--- src/design/qrm_pkg.sv ---
// ----------------------------------------------------------------------------
// qrm_pkg
// Shared types and constants for the quaternion to rotation matrix block.
// ----------------------------------------------------------------------------
package qrm_pkg;

    localparam int FRAC_BITS_DEF = 14;
    localparam int NUM_ENT       = 9;
    localparam int NUM_PROD      = 10;
    // Width of the squared length (up to 2^32) and of a signed numerator.
    localparam int NORM_W        = 33;
    localparam int NUM_W         = 34;

    // Product slots.
    localparam int P_WW = 0;
    localparam int P_XX = 1;
    localparam int P_YY = 2;
    localparam int P_ZZ = 3;
    localparam int P_XY = 4;
    localparam int P_XZ = 5;
    localparam int P_YZ = 6;
    localparam int P_WX = 7;
    localparam int P_WY = 8;
    localparam int P_WZ = 9;

    typedef struct packed {
        logic signed [15:0] quat_w;
        logic signed [15:0] quat_x;
        logic signed [15:0] quat_y;
        logic signed [15:0] quat_z;
    } t_quat_req;

    typedef struct packed {
        logic signed [15:0] m00;
        logic signed [15:0] m01;
        logic signed [15:0] m02;
        logic signed [15:0] m10;
        logic signed [15:0] m11;
        logic signed [15:0] m12;
        logic signed [15:0] m20;
        logic signed [15:0] m21;
        logic signed [15:0] m22;
    } t_mat_rsp;

endpackage

--- src/design/qrm_back.sv ---
// ----------------------------------------------------------------------------
// qrm_back
// Applies sign, saturates to 16 bits, substitutes identity for a zero input.
// ----------------------------------------------------------------------------
module qrm_back #(
    parameter int FRAC_BITS = qrm_pkg::FRAC_BITS_DEF,
    parameter int QW        = FRAC_BITS + 1
) (
    input  logic                i_clk,
    input  logic                i_rst_n,
    input  logic                i_valid,
    output logic                o_ready,
    input  logic                i_zero,
    input  logic [8:0]          i_neg,
    input  logic [8:0][QW-1:0]  i_q,
    output logic                o_valid,
    input  logic                i_ready,
    output qrm_pkg::t_mat_rsp   o_rsp
);
    localparam logic signed [15:0] ONE =
        (FRAC_BITS >= 15) ? 16'sd32767 : 16'(1 << FRAC_BITS);

    logic                     r_v;
    qrm_pkg::t_mat_rsp        r_rsp, n_rsp;
    logic signed [8:0][15:0]  ent;
    logic signed [QW:0]       sv;
    logic                     en;

    assign en      = !r_v || i_ready;
    assign o_ready = en;
    assign o_valid = r_v;
    assign o_rsp   = r_rsp;

    always_comb begin
        sv = '0;
        for (int k = 0; k < 9; k++) begin
            sv = i_neg[k] ? -$signed({1'b0, i_q[k]}) : $signed({1'b0, i_q[k]});
            if (i_zero) begin
                ent[k] = (k % 4 == 0) ? ONE : 16'sd0;
            end else if (sv > 32767) begin
                ent[k] = 16'sd32767;
            end else if (sv < -32768) begin
                ent[k] = -16'sd32768;
            end else begin
                ent[k] = 16'(sv);
            end
        end
        n_rsp.m00 = ent[0];
        n_rsp.m01 = ent[1];
        n_rsp.m02 = ent[2];
        n_rsp.m10 = ent[3];
        n_rsp.m11 = ent[4];
        n_rsp.m12 = ent[5];
        n_rsp.m20 = ent[6];
        n_rsp.m21 = ent[7];
        n_rsp.m22 = ent[8];
    end

    always_ff @(posedge i_clk) begin
        if (!i_rst_n) begin
            r_v <= 1'b0;
        end else if (en) begin
            r_v <= i_valid;
        end
        if (en && i_valid) r_rsp <= n_rsp;
    end
endmodule

--- config.mk ---
export PLATFORM = sky130hd
export DESIGN_NAME = qrm_back
export DESIGN_NICKNAME = d
export VERILOG_FILES = /design/src/design/qrm_pkg.sv /design/src/design/qrm_back.sv
export SDC_FILE = /design/constraint.sdc
export NUM_CORES = 1
export LEC_CHECK = 0
export BUFFER_PORTS_ARGS = -buffer_cell sky130_fd_sc_hd__clkbuf_2
export CORE_MARGIN = 2
export CORE_UTILIZATION = 54
export DETAILED_ROUTE_END_ITERATION = 16
export PLACE_DENSITY = 0.85
export SLEW_MARGIN = 20
export SYNTH_ARGS = -nofsm -noshare
export SYNTH_HDL_FRONTEND = slang
export SYNTH_SLANG_ARGS = --single-unit
--- constraint.sdc ---
create_clock -name i_clk -period 10.58 [get_ports i_clk]
set_input_delay 1.058 -clock i_clk [delete_from_list [all_inputs] [get_ports i_clk]]
set_output_delay 1.058 -clock i_clk [all_outputs]
set_load 0.05 [all_outputs]
# [Word-level counts from Yosys, hierarchy flattened]
# Cells that the tools add are included.
# Widths: inputs -> output; s select.
[word_totals] reg_bits=145 input_bits=149 output_inout_bits=146 word_cells=85
[op_classes] n_addsub=9 n_lt_le_gt_ge=18 mux=27 n_reduce_logical=12
[op_table] cell="$mux 16" count=18
[op_table] cell="$gt 16x16->1 const B" count=9
[op_table] cell="$lt 16x16->1 const B" count=9
[op_table] cell="$neg 15->16" count=9
[op_table] cell="$mux 15" count=6
[op_table] cell="$mux 14" count=3
[op_table] cell="$reduce_or 2->1" count=9
[op_table] cell="$logic_and 1x1->1" count=1
[op_table] cell="$logic_not 1->1" count=1
[op_table] cell="$logic_or 1x1->1" count=1

# [Longest topological paths before layout]
[logic_depth] depth_word=5 mapped_depth=7 mapped_depth_nobuf=6

# [Worst setup path after synthesis]
# OpenSTA, ideal clock, no wires.
[synth_path] kind="input to register" from="in i_ready" to="reg r_rsp (netlist bit o_rsp[0]), enable pin" setup_time_ns=0.520 arrival_ns=4.889 t_required_ns=10.060 setup_slack_ns=5.171 path_stages=2 n_path_buf=0 path_cell_list="nand2b_1 -> and2_1"
[synth_between] elab_chain_len=2
[synth_rtl] element="start: declaration" line_no="qrm_back.sv:17" source="input logic i_ready,"
[synth_rtl] element="$logic_or 1x1->1" line_no="qrm_back.sv:29" source="assign en = !r_v || i_ready;"
[synth_rtl] element="$logic_and 1x1->1" line_no="qrm_back.sv:65" source="if (en && i_valid) r_rsp <= n_rsp;"
[synth_rtl] element="end signal: assignment" line_no="qrm_back.sv:65"
[synth_rtl] element="end: declaration" line_no="qrm_back.sv:24" source="qrm_pkg::t_mat_rsp r_rsp, n_rsp;"
# No other way between the ends.
# A chain may end at the register's enable or synchronous reset.

# [Worst setup path in the final report]
[layout_path] from="in i_ready" to="reg r_rsp (netlist bit o_rsp[55]), enable pin"
# The elaborated chain is that of the path after synthesis.

==> impl_metrics.py <==
metrics = {
    "yosys": {
        "synthMuxAreaShare_pct": 2.25,
        "synth_fa_ha_area_share_pct": 1.42,
        "yosysWarnings": 0,
        "synthCells": 714,
        "synthSimpleGateAreaFrac_pct": 15.9,
        "ys_seq_elements": 145,
        "async_flop_share_pct": 0,
        "avgSynthCellArea_um2": 11.1,
        "synth_edf_count": 144,
        "ys_types": 44,
        "synth_top_family_by_area": "simple AND/OR/NAND/NOR gates",
        "synth_ff_type": "edfxtp_1",
        "synth-compound-area-share_pct": 11.3,
        "yosysSeqAreaShare_pct": 54.7,
        "syn_nets": 872,
        "synth_area_um2": 7940,
        "synth_xor_area_share_pct": 11.4,
    },
    "drt": {
        "routed-wl-met2_um": 10500,
        "drc": 0,
        "drt-total-wl_um": 20600,
        "firstDrtPassIters": 5,
        "via_count": 6745,
        "via_per_inst": 5.67,
        "ant_nets": 0,
        "initialDrtViolationCount": 680,
        "wl_per_cell_um": 17.3,
        "highest_layer": "met4",
        "met1Wirelength_um": 7730,
        "route.met3.wl_um": 1800,
    },
    "power": {
        "power_frac_clock_pct": 38.4,
        "p_sw_share_pct": 29.6,
        "p_leak_nw": 4.32,
        "internal-power_mw": 1.22,
        "pwr-share-seq_pct": 40.2,
        "powerDensity_nw_per_um2": 170,
        "comb_power_share_pct": 21.4,
        "irDropWorstVdd_mv": 0.102,
        "p_sw_mw": 0.515,
    },
    "placed_design": {
        "place_congestion": 0.925,
        "dp_hpwl_um": 14400,
        "port-buffer-count": 294,
    },
    "min_path": {
        "hold_end": "o_valid$_SDFFE_PN0N_",
        "hold_depth": 2,
        "hp-class": "reg -> reg",
        "hp-start": "o_valid$_SDFFE_PN0N_",
    },
    "timing": {
        "post-route-min-period_ns": 2.68,
        "relSlewSlack_pct": 22.6,
        "worst_pin_slew_ns": 1.15,
        "setup_violations": 0,
        "fin_setup_tns_ns": 0,
        "final_hold_viol_count": 0,
        "finClkSkew_ns": 0.00771,
        "rsz0062_at_grt": "no",
        "fin_crit_sh_pct": 25.4,
        "holdWs_ns": 0.554,
        "clock.fmax_mhz": 373,
        "drv_slew": 0,
    },
    "setup_path": {
        "crit_buf_inv": 3,
        "r2r_setup_slack_ns": 8.32,
        "r2r_cells": 4,
        "startpoint_type": "input pin",
        "path_class": "in -> reg",
        "path_cells": "clkbuf_2 > nand2b_1 > and2_4 > buf_4 > buf_16",
        "timing.rr.end": "o_rsp[55]$_SDFFCE_PP0P_",
        "required_ns": 10.67,
        "cpLargestDelayFamily": "buffers and inverters",
        "cp_slowest_stage_delay_ns": 0.64,
        "critPathSlowestCell": "and2_4",
        "cp_max_fo": 63,
        "worstPathArrival_ns": 2.77,
        "timing.rr.start": "o_valid$_SDFFE_PN0N_",
        "critPathCaptureType": "register",
    },
    "cells_and_area": {
        "drive_gt1_share_pct": 34.3,
        "syn2layout_area_growth_pct": 28.7,
        "fin_nets": 1151,
        "antenna_cells": 0,
        "fin_util_pct": 70.8,
    },
    "floorplan": {
        "die_w_um": 125,
        "row_count": 44,
        "die_y_um": 125,
        "floorplan.die_area_um2": 15700,
        "start_util_pct": 55.0,
        "io_pins": 295,
        "placeableCoreArea_um2": 14400,
    },
    "grt": {
        "grt_pass1_vias": 6385,
        "track_usage_pct": 25.8,
        "grt_max_degree": 87,
        "grt_pass1_wl_um": 32200,
        "grt.overflow.total": 0,
        "antenna_found_initial": 0,
    },
    "clock_network": {
        "cts_setup_buffers": 0,
        "cts-root-buf": "clkbuf_16",
        "post_cts_resized": 0,
        "cts_inserted_buffers": 17,
        "holdBufCountCts": 0,
        "cts_max_level": 4,
        "cts_sinks": 145,
        "clockBufferDepth": 2,
        "clk_pin_slew_ns": 0.06,
        "clk_latency_ns": 0.41,
        "cts_tree": "yes",
    },
    "job": {
        "drv_cap": 0,
    },
    "run_status": {
        "status": "finished, final reports clean",
    },
}
-- flip-flops by register name, summed over array words and instances, names as in the netlist --
name / cells
o_rsp: 144
o_valid: 1
-- cell usage in the layout (no fill, tap or decap), types with 9 or more instances in the layout --
master and instances:
nor2_1 144, xnor2_1 23, edfxtp_1 144, inv_1 25
nor2b_1 13, o21ai_0 16, or3_1 26, o31ai_1 32
xor2_1 80, o41ai_1 34, a21oi_1 11, or4_1 17
clkbuf_16 17, clkbuf_2 293, mux2i_1 10, ha_1 9
or2_2 11
-- layer usage --
metal	up-vias	GRT usage, %
met5	-	0
met4	0	10.3
met3	41	7.02
met2	338	44.9
met1	3164	30.4
li1	3202	-
-- power groups by stage --
| stage | clock network (mW) | logic, mW | registers [mW] |
|---|---|---|---|
| finish | 0.666 | 0.372 | 0.699 |
| global route | 0.697 | 0.395 | 0.702 |
| global placement | 0 | 0.361 | 0.710 |
| floorplan | 0 | 0.107 | 0.863 |
| detailed placement | 0 | 0.367 | 0.711 |
| CTS | 0.672 | 0.371 | 0.700 |
-- layout make-up --
type / count / area, um2
Sequential cell: 145 / 4340
Clock buffer: 25 / 526
Tap cell: 184 / 230
Fill cell: 1090 / 4210
Inverter: 26 / 97.6
Multi-Input combinational cell: 506 / 3360
Clock inverter: 7 / 144
Timing Repair Buffer: 297 / 1520
-- metrics by stage --
step           instance area (um2)  total power [mW]  cells  setup WS [ns]
4_1_cts                      10200              1.74   1189           7.68
5_1_grt                      10200              1.79   1190           7.75
3_5_place_dp                  9520              1.08   1157           7.23
6_report                     10200              1.74   1190           7.90
2_1_floorplan                 7940             0.971    714           5.17
3_3_place_gp                  9520              1.07   1157           7.28
-- worst min-delay path: cells and delay by family, from the launching register on --
kind | cells | cell delay [ns]
AND/OR/NAND/NOR | 1 | 0.10
AO/OA/AOI/OAI | 1 | 0.09
flip-flops | 1 | 0.31
-- worst max-delay path by stage --
stage | start | end | slack (ns) | depth (start not counted)
global route | i_ready | o_rsp[66]$_SDFFCE_PP0P_ | 7.75 | 5
finish | i_ready | o_rsp[55]$_SDFFCE_PP0P_ | 7.90 | 5
detailed placement | i_ready | o_rsp[71]$_SDFFCE_PP0P_ | 7.23 | 4
CTS | i_ready | o_rsp[131]$_SDFFCE_PP0P_ | 7.68 | 4
floorplan | i_ready | o_rsp[0]$_SDFFCE_PP0P_ | 5.17 | 2
global placement | i_ready | o_rsp[71]$_SDFFCE_PP0P_ | 7.28 | 4
-- kinds of logic (layout without fill, tap and decap cells) --
family | count (synthesis) | in the layout
simple gates | 256 | 256
buf+inv | 63 | 355
mux | 17 | 17
xor+xnor | 103 | 103
compound gates | 121 | 121
fa+ha+maj | 9 | 9
flops | 145 | 145
-- cells in the mapped netlist, types with 13 or more instances --
cell	number	share of area, %
clkbuf_1	34	1.6
edfxtp_1	144	54
inv_1	25	1.2
nor2_1	144	6.8
nor2b_1	13	1.0
o21ai_0	16	1.0
o31ai_1	32	3.0
o41ai_1	34	3.8
or3_1	26	2.0
or4_1	17	1.6
xnor2_1	23	2.5
xor2_1	80	8.8
Power figures use the tool's default switching activity.
