$ cat config.mk
export PLATFORM = sky130hd
export DESIGN_NAME = qrm_cell
export DESIGN_NICKNAME = d
export VERILOG_FILES = /design/src/design/qrm_pkg.sv /design/src/design/qrm_cell.sv
export SDC_FILE = /design/constraint.sdc
export NUM_CORES = 1
export LEC_CHECK = 0
export BUFFER_PORTS_ARGS = -buffer_cell sky130_fd_sc_hd__buf_2
export CORE_AREA = 2 2 475 477
export DETAILED_ROUTE_END_ITERATION = 10
export DIE_AREA = 0 0 477 479
export HOLD_SLACK_MARGIN = 0.05
export PLACE_DENSITY_LB_ADDON = 0.15
export SYNTH_ARGS = -nofsm -noshare
export SYNTH_HDL_FRONTEND = slang
export SYNTH_SLANG_ARGS = --single-unit
export TNS_END_PERCENT = 10
$ cat constraint.sdc
create_clock -name i_clk -period 32.3 [get_ports i_clk]
set_input_delay 6.46 -clock i_clk [delete_from_list [all_inputs] [get_ports i_clk]]
set_output_delay 6.46 -clock i_clk [all_outputs]
set_load 0.05 [all_outputs]
$ cat src/design/qrm_pkg.sv
// ----------------------------------------------------------------------------
// qrm_pkg
// Shared types and constants for the quaternion to rotation matrix block.
// ----------------------------------------------------------------------------
package qrm_pkg;

    localparam int FRAC_BITS_DEF = 14;
    localparam int NUM_ENT       = 9;
    localparam int NUM_PROD      = 10;
    // Width of the squared length (up to 2^32) and of a signed numerator.
    localparam int NORM_W        = 33;
    localparam int NUM_W         = 34;

    // Product slots.
    localparam int P_WW = 0;
    localparam int P_XX = 1;
    localparam int P_YY = 2;
    localparam int P_ZZ = 3;
    localparam int P_XY = 4;
    localparam int P_XZ = 5;
    localparam int P_YZ = 6;
    localparam int P_WX = 7;
    localparam int P_WY = 8;
    localparam int P_WZ = 9;

    typedef struct packed {
        logic signed [15:0] quat_w;
        logic signed [15:0] quat_x;
        logic signed [15:0] quat_y;
        logic signed [15:0] quat_z;
    } t_quat_req;

    typedef struct packed {
        logic signed [15:0] m00;
        logic signed [15:0] m01;
        logic signed [15:0] m02;
        logic signed [15:0] m10;
        logic signed [15:0] m11;
        logic signed [15:0] m12;
        logic signed [15:0] m20;
        logic signed [15:0] m21;
        logic signed [15:0] m22;
    } t_mat_rsp;

endpackage

$ cat src/design/qrm_cell.sv
// ----------------------------------------------------------------------------
// qrm_cell
// One restoring division cell: settles quotient bit BIT for all nine lanes.
// ----------------------------------------------------------------------------
module qrm_cell #(
    parameter int FRAC_BITS = qrm_pkg::FRAC_BITS_DEF,
    parameter int DW        = FRAC_BITS + 34,
    parameter int QW        = FRAC_BITS + 1,
    parameter int BIT       = 0
) (
    input  logic                       i_clk,
    input  logic                       i_rst_n,
    input  logic                       i_valid,
    output logic                       o_ready,
    input  logic [qrm_pkg::NORM_W-1:0] i_den,
    input  logic                       i_zero,
    input  logic [8:0]                 i_neg,
    input  logic [8:0][DW-1:0]         i_rem,
    input  logic [8:0][QW-1:0]         i_q,
    output logic                       o_valid,
    input  logic                       i_ready,
    output logic [qrm_pkg::NORM_W-1:0] o_den,
    output logic                       o_zero,
    output logic [8:0]                 o_neg,
    output logic [8:0][DW-1:0]         o_rem,
    output logic [8:0][QW-1:0]         o_q
);
    logic                       r_v;
    logic [qrm_pkg::NORM_W-1:0] r_den;
    logic                       r_zero;
    logic [8:0]                 r_neg;
    logic [8:0][DW-1:0]         r_rem, n_rem;
    logic [8:0][QW-1:0]         r_q, n_q;
    logic [DW-1:0]              dvs;
    logic [DW:0]                diff;
    logic                       en;

    assign en      = !r_v || i_ready;
    assign o_ready = en;
    assign o_valid = r_v;
    assign o_den   = r_den;
    assign o_zero  = r_zero;
    assign o_neg   = r_neg;
    assign o_rem   = r_rem;
    assign o_q     = r_q;
    assign dvs     = DW'(i_den) << (BIT + 1);

    always_comb begin
        diff = '0;
        for (int k = 0; k < 9; k++) begin
            diff     = {1'b0, i_rem[k]} - {1'b0, dvs};
            n_rem[k] = diff[DW] ? i_rem[k] : diff[DW-1:0];
            n_q[k]   = i_q[k];
            n_q[k][BIT] = !diff[DW];
        end
    end

    always_ff @(posedge i_clk) begin
        if (!i_rst_n) begin
            r_v <= 1'b0;
        end else if (en) begin
            r_v <= i_valid;
        end
        if (en && i_valid) begin
            r_den  <= i_den;
            r_zero <= i_zero;
            r_neg  <= i_neg;
            r_rem  <= n_rem;
            r_q    <= n_q;
        end
    end
endmodule

## Word level (Yosys, flattened, before mapping)

Index checks and enable logic that the tools add are counted.

| cells by class | value |
|---|---|
| add/subtract/negate cells | 9 |
| multiplexer cells | 9 |
| reduce and logical (&&, ||, !) cells | 12 |

Operators by type and width:

| operator | count |
|---|---|
| 48-bit by 34-bit subtractor with 49-bit output | 9 |
| 48-bit 2-to-1 mux | 9 |
| 1-bit zero test | 10 |
| 1-bit logical AND | 1 |
| 1-bit logical OR | 1 |

| storage, ports and cells | value |
|---|---|
| flip-flop bits (word level) | 611 |
| bits of input ports | 614 |
| output and inout port bits | 612 |

## Logic depth before layout (Yosys ltp)

Gate-level depths: netlist (run 1).

| logic depth | value |
|---|---|
| depth in word-level cells | 3 |
| gate-level depth with buffers | 15 |

## Worst setup path after synthesis (run 1)

OpenSTA, ideal clock, no wires.

| timing | value |
|---|---|
| path type | input to register |
| start point | input i_ready |
| end point | register r_den (netlist bit o_den[0]) (enable) |
| setup time | 1.053 ns |
| data arrival time | 20.696 ns |
| data required time | 31.247 ns |
| path slack | 10.551 ns |
| stages on the path | 2 |
| path buffers | 0 |
| path through | nand2b_1 -> and2_1 |

| between the ends | value |
|---|---|
| cells in the longest elaborated chain, start to end | 2 |

RTL lines:

| element | line | RTL |
|---|---|---|
| start: declaration | qrm_cell.sv:21 | `input logic i_ready,` |
| 1-bit logical OR | qrm_cell.sv:38 | `assign en = !r_v \|\| i_ready;` |
| 1-bit logical AND | qrm_cell.sv:64 | `if (en && i_valid) begin` |
| end signal: assignment | qrm_cell.sv:65 | `r_den <= i_den;` |
| end: declaration | qrm_cell.sv:29 | `logic [qrm_pkg::NORM_W-1:0] r_den;` |

No other way between the ends.
A chain may end at the register's enable or synchronous reset.

## Final worst setup path (run 1)

| timing | value |
|---|---|
| start point | input i_ready |
| end point | output o_ready |

| between the ends | value |
|---|---|
| cells in the longest elaborated chain, start to end | 1 |

RTL lines:

| element | line | RTL |
|---|---|---|
| 1-bit logical OR | qrm_cell.sv:38 |  |
| end: declaration | qrm_cell.sv:14 | `output logic o_ready,` |

No other way between the ends.

==> tab_implementation.tex, run 1 <==
\begin{tabular}{lr}
\hline
Metric & Value \\
\hline
\multicolumn{2}{l}{\textbf{Placed design}} \\
\quad Total placed instance area & 50300 um\^{}2 \\
\quad Buffers on Ports & 1216 \\
\quad GP Congestion & between 0.8 and 0.9 \\
\quad Post-DP HPWL & 172000 um \\
\quad Cell total after placement & approximately 8200 \\
\multicolumn{2}{l}{\textbf{STA}} \\
\quad Final period utilization & 41.5\% \\
\quad Worst-Margin Slew & 1070 ps \\
\quad Final setup vio count & 0 \\
\quad RSZ-0062 raised after global routing & false \\
\quad Achievable clock frequency & approximately 75 MHz \\
\quad Hold violation count in the final report & 0 \\
\quad Number of max-slew violations in the final report & 0 \\
\quad Clock Skews & 29.7 ps \\
\quad Slew margin rel. & 28.4\% \\
\quad Total negative slack for setup checks & 0 ps \\
\quad Time the worst path needs with I/O delays and setup & 13390 ps \\
\multicolumn{2}{l}{\textbf{Clocking}} \\
\quad Count of H-tree levels built during CTS & 3 \\
\quad Cts bufs inserted & 86 \\
\quad Clock transition at path regs & about 60 ps \\
\quad Number of setup buffers added after CTS & 0 \\
\quad Clock sink count & 611 \\
\quad Number of gates given a new drive strength after cts & 0 \\
\quad Root buffer cell & sky130\_fd\_sc\_hd\_\_clkbuf\_16 \\
\quad Maximum count of clock buffers along a single path & 3 \\
\quad TritonCTS clock tree & yes \\
\quad Later-pin clock latency in the skew report & slightly above 700 ps \\
\quad Post-cts hold buffer count & 0 \\
\multicolumn{2}{l}{\textbf{Setup path}} \\
\quad Required @ worst endpoint & around 26000 ps \\
\quad Arrival time worst endpoint & 6930 ps \\
\quad CP max FO & 3 \\
\quad Class of the most critical setup path & in -> out \\
\quad Number of cell instances on the worst register-to-register path & 5 \\
\quad Worst setup EP type & output port \\
\quad R2r setup slk & $\sim$28000 ps \\
\quad Terminus of the critical flop-to-flop path & o\_q[76]\$\_DFFE\_PP\_ \\
\quad Launching element type of the critical path & input port \\
\quad RR Startpoint & o\_valid\$\_SDFFE\_PN0N\_ \\
\multicolumn{2}{l}{\textbf{Route}} \\
\quad Wire length per cell after detailed routing & between 20 and 30 um \\
\quad Remaining design rule violation count & 0 \\
\quad Final antenna-violating net count & 0 \\
\quad Wire length reported by the detailed router & 221000 um \\
\quad Number of iterations in the first detailed-routing pass & 6 \\
\quad Via count & 38016 \\
\quad Initial DRC count & 2779 \\
\quad Vias per cell & 4.53 \\
\multicolumn{2}{l}{\textbf{Logic synthesis}} \\
\quad Post-synthesis register bit count & roughly 610 \\
\quad Flip-flop cell with the highest count after synthesis & sky130\_fd\_sc\_hd\_\_edfxtp\_1 \\
\quad Fraction of synthesis flops using an asynchronous set or reset pin & 0\% \\
\quad Area share of xor/xnor cells in the synthesized design & 7.84\% \\
\quad Instance count of the mapped netlist & around 4000 \\
\quad Main combinational cell family by area after synthesis & compound AO/OA/AOI/OAI gates \\
\quad Yosys warns & 0 \\
\quad Multiplexer fraction of the synthesized cell area & 1.20\% \\
\quad Area share of fa/ha/maj cells after synthesis & 9.59\% \\
\quad Complex-gate fraction of the synthesized area & 19.2\% \\
\quad Per-instance average area after synthesis & $\sim$10 um\^{}2 \\
\quad Netlist cell types & 96 \\
\quad Number of enable-type register cells in the synthesized netlist & $\sim$600 \\
\quad Proportion of synthesized chip area in sequential cells & 45.1\% \\
\quad Fraction of the mapped netlist area in simple logic gates & $\sim$14\% \\
\quad Net count of the mapped netlist & 5004 \\
\quad Synthesized area & 40600 um\^{}2 \\
\multicolumn{2}{l}{\textbf{Floorplan}} \\
\quad Floorplan die width & 477 um \\
\quad Area of the core region & 224000 um\^{}2 \\
\quad Die outline area & 228000 um\^{}2 \\
\quad Number of rows created at floorplan & 174 \\
\quad Initial cell density of the core & 18.2\% \\
\quad Io pins & 1226 \\
\quad Die height & between 400 and 500 um \\
\multicolumn{2}{l}{\textbf{Outcome}} \\
\quad Run status & complete, no violations \\
\multicolumn{2}{l}{\textbf{Hold path}} \\
\quad Type of the tightest min-delay check & reg -> reg \\
\quad Number of cells on the worst hold path & 2 \\
\quad Source of the worst hold timing path & o\_valid\$\_SDFFE\_PN0N\_ \\
\quad End point of the worst hold path & o\_valid\$\_SDFFE\_PN0N\_ \\
\multicolumn{2}{l}{\textbf{Power and ir drop}} \\
\quad Leakage dissipation & 0.0216 uW \\
\quad Worst voltage drop across the vdd grid & roughly 33 uV \\
\quad Areal power density over the cells & 55.1 nW/um\^{}2 \\
\multicolumn{2}{l}{\textbf{Flow run}} \\
\quad Number of maximum-capacitance violations & 0 \\
\multicolumn{2}{l}{\textbf{Final layout}} \\
\quad Synth-to-Final Area Change & 31.0\% \\
\quad Most common cell after layout, fill and taps aside & sky130\_fd\_sc\_hd\_\_buf\_2 \\
\quad Fraction of final layout cells with drive strength greater than 1 & 28.2\% \\
\quad Final-stage net count & 6215 \\
\quad Fin area & 53200 um\^{}2 \\
\quad Post-route non-filler standard cell count & 8394 \\
\quad Leading cell types in the layout, fill and taps excluded & sky130\_fd\_sc\_hd\_\_buf\_2 (1216), sky130\_fd\_sc\_hd\_\_edfxtp\_1 (610), sky130\_fd\_sc\_hd\_\_nand2\_1 (407), sky130\_fd\_sc\_hd\_\_a21oi\_1 (396), sky130\_fd\_sc\_hd\_\_nor2\_1 (309) \\
\multicolumn{2}{l}{\textbf{GRT}} \\
\quad Number of global-route vias before repair & around 37000 \\
\quad Total congestion overflow & 0 \\
\quad Overall routing resource usage & 18.5\% \\
\quad Global-route wire length before repair & 299000 um \\
\quad Number of antenna violations at the first check in global routing & 147 \\
\quad Pin count of the biggest net entering global routing & just under 70 \\
\hline
\end{tabular}
==> synth_stat cells, types with 36 or more instances <==
cell type / number / area, um^2
sky130_fd_sc_hd__xnor2_1: 199 / 1740
sky130_fd_sc_hd__xor2_1: 165 / 1450
sky130_fd_sc_hd__or3_1: 48 / 300
sky130_fd_sc_hd__nand2b_1: 38 / 238
sky130_fd_sc_hd__nor2_1: 310 / 1160
sky130_fd_sc_hd__o21ai_0: 298 / 1490
sky130_fd_sc_hd__nand4_1: 59 / 369
sky130_fd_sc_hd__nand2_1: 407 / 1530
sky130_fd_sc_hd__inv_1: 144 / 541
sky130_fd_sc_hd__mux2_2: 38 / 428
sky130_fd_sc_hd__ha_1: 297 / 3720
sky130_fd_sc_hd__a21oi_1: 396 / 1980
sky130_fd_sc_hd__nand3_1: 97 / 485
sky130_fd_sc_hd__o21bai_1: 42 / 315
sky130_fd_sc_hd__a211oi_1: 43 / 323
sky130_fd_sc_hd__and3_1: 36 / 225
sky130_fd_sc_hd__edfxtp_1: 610 / 18300
sky130_fd_sc_hd__clkbuf_1: 104 / 390
sky130_fd_sc_hd__a21o_1: 140 / 1050
sky130_fd_sc_hd__o21a_1: 51 / 383
sky130_fd_sc_hd__a31oi_1: 39 / 244
sky130_fd_sc_hd__nor3_1: 72 / 360
==> stage by stage <==
stage / setup WS [ps] / hold slack (ps) / total power [uW] / utilization [%]
floorplan: 10550 / 1150 / 1650 / -
global placement: 18920 / 521 / 1960 / 22.5
detailed placement: 18910 / 525 / 1950 / 22.5
CTS: 18910 / 536 / 2990 / 23.8
global route: 18870 / 582 / 3070 / 23.8
finish: 18910 / 538 / 2930 / 23.8
==> registers in the layout (all words and copies together) (netlist names) <==
| register | cells |
|---|---|
| o_neg | 9 |
| o_zero | 1 |
| o_q | 135 |
| o_den | 33 |
| o_rem | 432 |
| o_valid | 1 |
==> critical path: stages <==
cell and delay, ps:
sky130_fd_sc_hd__buf_2 90, sky130_fd_sc_hd__nand2b_1 160, sky130_fd_sc_hd__buf_2 220
==> final cells by class <==
type,instances,area (um^2)
sequential,611,18300
fill,24493,170000
clock buffer,104,2240
antenna,39,97.6
tap,2992,3740
timing repair buffer,1261,6420
multi-input combinational,3188,21200
clock inverter,52,621
inverter,147,552
==> how the worst max path moves through the flow <==
stage / slack (ps) / cells past startpoint / start / to
2_1_floorplan: 10550 / 2 / i_ready / o_den[0]$_DFFE_PP_
3_3_place_gp: 18920 / 3 / i_ready / o_ready
3_5_place_dp: 18910 / 3 / i_ready / o_ready
4_1_cts: 18910 / 3 / i_ready / o_ready
5_1_grt: 18870 / 3 / i_ready / o_ready
6_report: 18910 / 3 / i_ready / o_ready
==> kinds of logic (layout without fill, tap and decap cells) <==
| group | Yosys count | in the layout |
|---|---|---|
| DFF | 611 | 611 |
| and+or+nand+nor | 1227 | 1227 |
| muxes | 44 | 44 |
| buffers and inverters | 285 | 1564 |
| xor gates and xnor gates | 364 | 364 |
| other | 0 | 39 |
| adders and majority gates | 306 | 306 |
| AOI/OAI and AO/OA | 1247 | 1247 |
==> layer usage <==
metal | part of all wire, % | up-vias | GRT usage, %
met1 | 40 | 18296 | 21.8
met5 | 0.19 | - | 0
met4 | 3.4 | 62 | 6.16
met3 | 7.0 | 360 | 4.60
li1 | - | 17832 | -
met2 | 50 | 1466 | 32.6
==> power by group <==
part	internal [uW]	total [uW]	leakage, uW	switching [uW]
clock network	584	1000	0.00139	415
registers	980	1010	0.00589	30.6
logic	255	920	0.0143	665
Power figures use the tool's default switching activity.
==> run 2: changes to the inputs <==
--- a/config.mk
+++ b/config.mk
@@ -6,9 +6,9 @@
 export NUM_CORES = 1
 export LEC_CHECK = 0
 export BUFFER_PORTS_ARGS = -buffer_cell sky130_fd_sc_hd__buf_2
-export CORE_AREA = 2 2 475 477
+export CORE_AREA = 2 2 484 486
 export DETAILED_ROUTE_END_ITERATION = 10
-export DIE_AREA = 0 0 477 479
+export DIE_AREA = 0 0 486 488
 export HOLD_SLACK_MARGIN = 0.05
 export PLACE_DENSITY_LB_ADDON = 0.15
 export SYNTH_ARGS = -nofsm -noshare
==> constraint.sdc (replaced) <==
create_clock -name i_clk -period 11.8 [get_ports i_clk]
set_input_delay 2.36 -clock i_clk [delete_from_list [all_inputs] [get_ports i_clk]]
set_output_delay 2.36 -clock i_clk [all_outputs]
set_load 0.05 [all_outputs]
==> run 2 against run 1 <==
Net effect:
- core utilization down 0.81 points
- global-route usage down 0.34 points
- die area rose by 3.8%
- highest routed layer unchanged
==> tab_implementation.tex, run 2 (synthesized netlist as in run 1, its figures left out) <==
\begin{tabular}{lr}
\hline
Metric & Value \\
\hline
\multicolumn{2}{l}{\textbf{Outcome}} \\
\quad Run status & complete, no violations \\
\multicolumn{2}{l}{\textbf{Setup path}} \\
\quad Launching element type of the critical path & input port \\
\quad Required @ worst endpoint & 12290 ps (-13550 ps) \\
\quad Cells along the critical path & buf\_2 > inv\_2 > buf\_4 > ha\_1 > nor2b\_1 > o31a\_1 > o311a\_1 > a21oi\_1 > o31ai\_1 > o31ai\_4 > buf\_4 > inv\_2 > and2\_1 > o211ai\_1 > xnor2\_1 \\
\quad Class of the most critical setup path & in -> reg \\
\quad CP max FO & 42 (+39) \\
\quad Number of buffer and inverter stages on the critical path & 5 (+3) \\
\quad Slowest CP cell & sky130\_fd\_sc\_hd\_\_o31ai\_4 \\
\quad Arrival time worst endpoint & 7030 ps (+100 ps) \\
\quad Delay of the slowest cell on the worst path & 720 ps (+500 ps) \\
\quad Kind of cell with the highest combined delay on the critical path & compound AO/OA/AOI/OAI gates \\
\quad Worst setup EP type & register \\
\multicolumn{2}{l}{\textbf{Route}} \\
\quad Initial DRC count & 2585 (-7.0\%) \\
\quad Via count & 38069 (+0.14\%) \\
\quad Number of iterations in the first detailed-routing pass & 6 (unchanged) \\
\quad Remaining design rule violation count & 0 (unchanged) \\
\quad Final antenna-violating net count & 0 (unchanged) \\
\quad Vias per cell & 4.50 (-0.54\%) \\
\quad Wire length reported by the detailed router & 225000 um (+2.0\%) \\
\quad Wire length per cell after detailed routing & 26.6 um (+1.3\%) \\
\multicolumn{2}{l}{\textbf{GRT}} \\
\quad Global-route wire length before repair & 301000 um (+0.85\%) \\
\quad Overall routing resource usage & 18.2\% (-0.34 points) \\
\quad Number of global-route vias before repair & 37010 (-0.33\%) \\
\quad Number of antenna violations at the first check in global routing & 155 (+5.4\%) \\
\quad Pin count of the biggest net entering global routing & 134 (+94\%) \\
\quad Total congestion overflow & 0 (unchanged) \\
\multicolumn{2}{l}{\textbf{Clocking}} \\
\quad Number of gates given a new drive strength after cts & 0 (unchanged) \\
\quad Clock sink count & 611 (unchanged) \\
\quad Count of H-tree levels built during CTS & 3 (unchanged) \\
\quad Cts bufs inserted & 88 (+2.3\%) \\
\quad Number of setup buffers added after CTS & 0 (unchanged) \\
\quad Clock transition at path regs & 60 ps (about the same) \\
\quad Root buffer cell & sky130\_fd\_sc\_hd\_\_clkbuf\_16 \\
\quad Later-pin clock latency in the skew report & 740 ps (+30 ps) \\
\quad Post-cts hold buffer count & 0 (unchanged) \\
\quad Maximum count of clock buffers along a single path & 3 (unchanged) \\
\quad TritonCTS clock tree & yes \\
\multicolumn{2}{l}{\textbf{Flow run}} \\
\quad Number of maximum-capacitance violations & 0 (unchanged) \\
\multicolumn{2}{l}{\textbf{Placed design}} \\
\quad GP Congestion & 0.856 (-1.6\%) \\
\quad Post-DP HPWL & 174000 um (+1.4\%) \\
\quad Total placed instance area & 50400 um\^{}2 (+0.18\%) \\
\quad Buffers on Ports & 1216 (unchanged) \\
\quad Cell total after placement & 8247 (+0.59\%) \\
\multicolumn{2}{l}{\textbf{Final layout}} \\
\quad Most common cell after layout, fill and taps aside & sky130\_fd\_sc\_hd\_\_buf\_2 \\
\quad Fraction of final layout cells with drive strength greater than 1 & 28.3\% (about the same) \\
\quad Fin area & 53300 um\^{}2 (+0.16\%) \\
\quad Leading cell types in the layout, fill and taps excluded & sky130\_fd\_sc\_hd\_\_buf\_2 (1216), sky130\_fd\_sc\_hd\_\_edfxtp\_1 (610), sky130\_fd\_sc\_hd\_\_nand2\_1 (407), sky130\_fd\_sc\_hd\_\_a21oi\_1 (396), sky130\_fd\_sc\_hd\_\_nor2\_1 (309) \\
\quad Number of flip-flops in the largest register & 432 (unchanged) \\
\quad Final-stage net count & 6214 (-0.016\%) \\
\quad Synth-to-Final Area Change & 31.2\% \\
\quad Post-route non-filler standard cell count & 8451 (+0.68\%) \\
\multicolumn{2}{l}{\textbf{Floorplan}} \\
\quad Floorplan die width & 486 um (+1.9\%) \\
\quad Area of the core region & 232000 um\^{}2 (+3.7\%) \\
\quad Initial cell density of the core & 17.5\% (-0.65 points) \\
\quad Die outline area & 237000 um\^{}2 (+3.8\%) \\
\quad Die height & 488 um (+1.9\%) \\
\quad Io pins & 1226 (unchanged) \\
\quad Number of rows created at floorplan & 177 (+1.7\%) \\
\multicolumn{2}{l}{\textbf{Power and ir drop}} \\
\quad Leakage dissipation & 0.0216 uW (about the same) \\
\quad Worst voltage drop across the vdd grid & 111 uV (+240\%) \\
\quad Areal power density over the cells & 150 nW/um\^{}2 (+170\%) \\
\quad Power, Total & 8000 uW (+170\%) \\
\multicolumn{2}{l}{\textbf{STA}} \\
\quad Number of max-slew violations in the final report & 0 (unchanged) \\
\quad Slew margin rel. & 29.1\% (+0.64 points) \\
\quad Final setup vio count & 0 (unchanged) \\
\quad Time the worst path needs with I/O delays and setup & 6540 ps \\
\quad Final period utilization & 55.5\% \\
\quad Hold violation count in the final report & 0 (unchanged) \\
\quad Worst-Margin Slew & 1060 ps (-11.1 ps) \\
\quad Clock Skews & 46.4 ps (+16.7 ps) \\
\quad Total negative slack for setup checks & 0 ps (unchanged) \\
\quad RSZ-0062 raised after global routing & false \\
\quad Achievable clock frequency & between 150 and 200 MHz \\
\multicolumn{2}{l}{\textbf{Hold path}} \\
\quad Type of the tightest min-delay check & reg -> reg \\
\hline
\end{tabular}
==> run 2: cell count changes in the layout (fill, tap and decap cells not counted) <==
cell                         change
sky130_fd_sc_hd__clkbuf_16       +1
sky130_fd_sc_hd__clkinv_1        +5
sky130_fd_sc_hd__clkbuf_1        -4
sky130_fd_sc_hd__clkinv_16       +3
sky130_fd_sc_hd__clkinvlp_4      +4
sky130_fd_sc_hd__buf_4           -7
sky130_fd_sc_hd__bufinv_16       -6
sky130_fd_sc_hd__buf_12          +4
sky130_fd_sc_hd__diode_2         +3
sky130_fd_sc_hd__inv_6           +1
sky130_fd_sc_hd__clkinv_4        +3
sky130_fd_sc_hd__clkinv_8        -1
==> run 2: worst paths after layout <==
check / startpoint / to / slack (ps) / depth (start not counted)
worst max register to register: o_valid$_SDFFE_PN0N_ / o_rem[31]$_DFFE_PP_ / 8720 / 4
worst max-delay path: i_den[1] / o_rem[424]$_DFFE_PP_ / 5260 / 15
worst min-delay path: o_valid$_SDFFE_PN0N_ / o_valid$_SDFFE_PN0N_ / 530 / 2
worst min register to register: o_valid$_SDFFE_PN0N_ / o_valid$_SDFFE_PN0N_ / 530 / 2
==> run 2: cell type report <==
cell class	instances	area, um^2
Inverter	147	552
Multi-Input combinational cell	3188	21200
Sequential cell	611	18300
Antenna cell	42	105
Fill cell	25558	179000
Clock inverter	61	598
Clock buffer	101	2250
Tap cell	3043	3810
Timing Repair Buffer	1258	6450
==> run 2: per-stage QoR <==
step                hold WS, ps  worst slack (ps)  utilization (%)
global route                588              4920             23.0
floorplan                  1150               957                -
finish                      534              5260             23.0
detailed placement          534              4330             21.7
global placement            514              4350             21.7
CTS                         543              5230             22.9
==> run 2: power breakdown <==
part	switching, uW	leakage, uW	internal (uW)
Combinational	1820	0.0143	699
Clock	1210	0.00136	1500
Sequential	80.1	0.00589	2680
Total	3120	0.0216	4880
==> run 2: metal layers <==
| layer | up-vias | routed length, um | part of all wire (%) | track usage (%) |
|---|---|---|---|---|
| met5 | - | 522 | 0.23 | 0 |
| met4 | 76 | 7260 | 3.2 | 6.28 |
| met3 | 374 | 17600 | 7.8 | 4.87 |
| met2 | 1500 | 112000 | 50 | 32.0 |
| met1 | 18278 | 87500 | 39 | 21.0 |
| li1 | 17841 | - | - | - |
==> run 2: worst min-delay path: cells and delay by family (launching register included) <==
kind / cells / cell delay, ps
AO/OA/AOI/OAI: 1 / 80
flip-flops: 1 / 310
AND/OR/NAND/NOR: 1 / 100
==> run 3: changes to the inputs <==
==> constraint.sdc (replaced) <==
create_clock -name i_clk -period 5.6 [get_ports i_clk]
set_input_delay 1.12 -clock i_clk [delete_from_list [all_inputs] [get_ports i_clk]]
set_output_delay 1.12 -clock i_clk [all_outputs]
set_load 0.05 [all_outputs]
==> run 3 against run 2 <==
Net effect:
- combinational power grew 120%
- die area is the same
- design area rose by 1.8%
- global-route usage grew 0.60 points
- sequential power rose by 110%
- non-clock buffer count up 93
- wire length is 3.3% higher
- sequential share of layout area fell by 0.60 points
- critical path depth fell by 2
- count of clock-buffer cells in the layout decreased by 1
- register-to-register slack worse by 5300 ps
- critical path type unchanged
==> tab_implementation.tex, run 3 (synthesized netlist as in run 1, its figures left out) <==
\begin{tabular}{lr}
\hline
Metric & Value \\
\hline
\multicolumn{2}{l}{\textbf{Clocking}} \\
\quad Later-pin clock latency in the skew report & 760 ps (+20 ps) \\
\quad Post-cts hold buffer count & 0 (unchanged) \\
\quad Root buffer cell & sky130\_fd\_sc\_hd\_\_clkbuf\_16 \\
\quad Clock sink count & 611 (unchanged) \\
\quad Count of H-tree levels built during CTS & 3 (unchanged) \\
\quad Clock transition at path regs & 60 ps (about the same) \\
\quad Number of setup buffers added after CTS & 0 (unchanged) \\
\quad Cts bufs inserted & 86 (-2.3\%) \\
\quad TritonCTS clock tree & yes \\
\quad Number of gates given a new drive strength after cts & 0 (unchanged) \\
\quad Maximum count of clock buffers along a single path & 3 (unchanged) \\
\multicolumn{2}{l}{\textbf{STA}} \\
\quad Final setup vio count & 0 (unchanged) \\
\quad Setup WS post-layout & 1190 ps (-4060 ps) \\
\quad Hold violation count in the final report & 0 (unchanged) \\
\quad Number of max-slew violations in the final report & 0 (unchanged) \\
\quad Worst-Margin Slew & 887 ps (-175 ps) \\
\quad RSZ-0062 raised after global routing & false \\
\quad Achievable clock frequency & 227 MHz \\
\quad Time the worst path needs with I/O delays and setup & 4410 ps \\
\quad Final period utilization & 78.7\% \\
\quad Clock Skews & 38.0 ps (-8.39 ps) \\
\quad Slew margin rel. & 40.8\% (+12 points) \\
\multicolumn{2}{l}{\textbf{Hold path}} \\
\quad Source of the worst hold timing path & o\_valid\$\_SDFFE\_PN0N\_ \\
\quad Number of cells on the worst hold path & 2 (unchanged) \\
\quad End point of the worst hold path & o\_valid\$\_SDFFE\_PN0N\_ \\
\quad Type of the tightest min-delay check & reg -> reg \\
\multicolumn{2}{l}{\textbf{Route}} \\
\quad Initial DRC count & 2372 (-8.2\%) \\
\quad Via count & 38254 (+0.49\%) \\
\quad Wire length reported by the detailed router & 232000 um (+3.3\%) \\
\quad Final antenna-violating net count & 0 (unchanged) \\
\quad Wire length per cell after detailed routing & 27.2 um (+2.3\%) \\
\quad Remaining design rule violation count & 0 (unchanged) \\
\quad Vias per cell & 4.48 (-0.46\%) \\
\quad Number of iterations in the first detailed-routing pass & 8 (+2) \\
\multicolumn{2}{l}{\textbf{GRT}} \\
\quad Number of antenna violations at the first check in global routing & 137 (-12\%) \\
\quad Pin count of the biggest net entering global routing & 106 (-21\%) \\
\quad Number of global-route vias before repair & 37479 (+1.3\%) \\
\quad Total congestion overflow & 0 (unchanged) \\
\quad Overall routing resource usage & 18.8\% (+0.60 points) \\
\quad Global-route wire length before repair & 310000 um (+2.8\%) \\
\multicolumn{2}{l}{\textbf{Floorplan}} \\
\quad Floorplan die width & 486 um (unchanged) \\
\quad Io pins & 1226 (unchanged) \\
\quad Number of rows created at floorplan & 177 (unchanged) \\
\quad Initial cell density of the core & 17.5\% (unchanged) \\
\quad Area of the core region & 232000 um\^{}2 (unchanged) \\
\quad Die outline area & 237000 um\^{}2 (unchanged) \\
\quad Die height & 488 um (unchanged) \\
\multicolumn{2}{l}{\textbf{Setup path}} \\
\quad CP max FO & 46 (+9.5\%) \\
\quad RR Startpoint & o\_valid\$\_SDFFE\_PN0N\_ \\
\quad Crit-path most repeated cell & sky130\_fd\_sc\_hd\_\_inv\_2 \\
\quad Class of the most critical setup path & in -> reg \\
\quad Terminus of the critical flop-to-flop path & o\_rem[104]\$\_DFFE\_PP\_ \\
\quad Delay of the slowest cell on the worst path & 510 ps (-210 ps) \\
\quad Launching element type of the critical path & input port \\
\quad Number of cell instances on the worst register-to-register path & 3 (-1) \\
\quad R2r setup slk & 3430 ps (-5290 ps) \\
\quad Cells along the critical path & buf\_2 > inv\_2 > ha\_1 > o21ai\_0 > nand2\_1 > a32oi\_1 > nand3\_1 > a31o\_2 > or3\_1 > a21oi\_2 > inv\_2 > buf\_12 > mux2\_2 \\
\quad Slowest CP cell & sky130\_fd\_sc\_hd\_\_inv\_2 \\
\quad Required @ worst endpoint & 6090 ps (-6200 ps) \\
\quad Worst setup EP type & register \\
\quad Arrival time worst endpoint & 4900 ps (-2130 ps) \\
\multicolumn{2}{l}{\textbf{Final layout}} \\
\quad Most common cell after layout, fill and taps aside & sky130\_fd\_sc\_hd\_\_buf\_2 \\
\quad Final-stage net count & 6305 (+1.5\%) \\
\quad Leading cell types in the layout, fill and taps excluded & sky130\_fd\_sc\_hd\_\_buf\_2 (1216), sky130\_fd\_sc\_hd\_\_edfxtp\_1 (610), sky130\_fd\_sc\_hd\_\_nand2\_1 (407), sky130\_fd\_sc\_hd\_\_a21oi\_1 (396), sky130\_fd\_sc\_hd\_\_nor2\_1 (309) \\
\quad Fraction of final layout cells with drive strength greater than 1 & 29.6\% (+1.3 points) \\
\quad Number of flip-flops in the largest register & 432 (unchanged) \\
\quad Synth-to-Final Area Change & 33.5\% \\
\multicolumn{2}{l}{\textbf{Power and ir drop}} \\
\quad Leakage dissipation & 0.0222 uW (+2.6\%) \\
\quad Worst voltage drop across the vdd grid & 268 uV (+140\%) \\
\quad Power, Total & 17100 uW (+110\%) \\
\quad Areal power density over the cells & 315 nW/um\^{}2 (+110\%) \\
\multicolumn{2}{l}{\textbf{Placed design}} \\
\quad GP Congestion & 0.874 (+2.1\%) \\
\quad Buffers on Ports & 1216 (unchanged) \\
\quad Post-DP HPWL & 192000 um (+9.8\%) \\
\quad Worst slack at placement & 412 ps (-3920 ps) \\
\multicolumn{2}{l}{\textbf{Outcome}} \\
\quad Run status & complete, no violations \\
\multicolumn{2}{l}{\textbf{Flow run}} \\
\quad Number of maximum-capacitance violations & 0 (unchanged) \\
\hline
\end{tabular}
[run 3: changes by cell type in the layout (fill, tap and decap cells not counted), moves of 4 or more]
cell | before | now
sky130_fd_sc_hd__clkinv_1 | 19 | 14
sky130_fd_sc_hd__buf_12 | 4 | 22
sky130_fd_sc_hd__clkinv_2 | 12 | 16
sky130_fd_sc_hd__diode_2 | 42 | 31
sky130_fd_sc_hd__bufinv_16 | 5 | 9
sky130_fd_sc_hd__buf_4 | 38 | 113
[run 3: cell type report]
type / instances / area [um^2]
Sequential cell: 611 / 18300
Multi-Input combinational cell: 3188 / 21200
Inverter: 147 / 552
Clock inverter: 60 / 663
Clock buffer: 100 / 2230
Antenna cell: 31 / 77.6
Tap cell: 3043 / 3810
Timing Repair Buffer: 1351 / 7370
Fill cell: 25363 / 178000
[run 3: metal layers]
metal | wire length (um) | global-route usage (%)
met1 | 92700 | 21.7
met2 | 119000 | 34.2
met3 | 13100 | 4.21
met4 | 7210 | 5.35
met5 | 304 | 0
[run 3: how the worst max path moves through the flow]
stage | start | endpoint | slack [ps] | cells past startpoint
after floorplan | i_ready | o_den[0]$_DFFE_PP_ | -460 | 2
after global placement | i_den[5] | o_rem[295]$_DFFE_PP_ | 390 | 13
after detailed placement | i_den[5] | o_rem[298]$_DFFE_PP_ | 410 | 13
after CTS | i_den[25] | o_rem[47]$_DFFE_PP_ | 1220 | 14
after global routing | i_den[25] | o_rem[43]$_DFFE_PP_ | 1050 | 14
final | i_den[5] | o_rem[295]$_DFFE_PP_ | 1190 | 13
[run 3: power by group]
group	total [uW]	switching, uW	leakage [uW]	internal [uW]
clock network	5800	2500	0.00140	3300
registers	5820	169	0.00589	5650
logic	5450	3910	0.0149	1550
total	17100	6570	0.0222	10500
[run 3: per-stage QoR]
| stage | utilization (%) | cell area [um^2] | instances | hold WS (ps) | setup TNS [ps] |
|---|---|---|---|---|---|
| after CTS | 23.4 | 54200 | 8500 | 443 | 0 |
| after global routing | 23.4 | 54200 | 8511 | 472 | 0 |
| after global placement | 22.1 | 51300 | 8340 | 510 | 0 |
| after floorplan | - | 40700 | 4084 | 888 | -278100 |
| final | 23.4 | 54300 | 8531 | 532 | 0 |
| after detailed placement | 22.1 | 51300 | 8340 | 522 | 0 |
[run 3: worst max-delay path, delay by kind of cell]
kind | cells | cell delay (ps)
buffers and inverters | 4 | 940
multiplexers | 1 | 310
AND/OR/NAND/NOR | 3 | 820
adder cells (fa/ha/maj) | 1 | 380
AO/OA/AOI/OAI | 4 | 1220
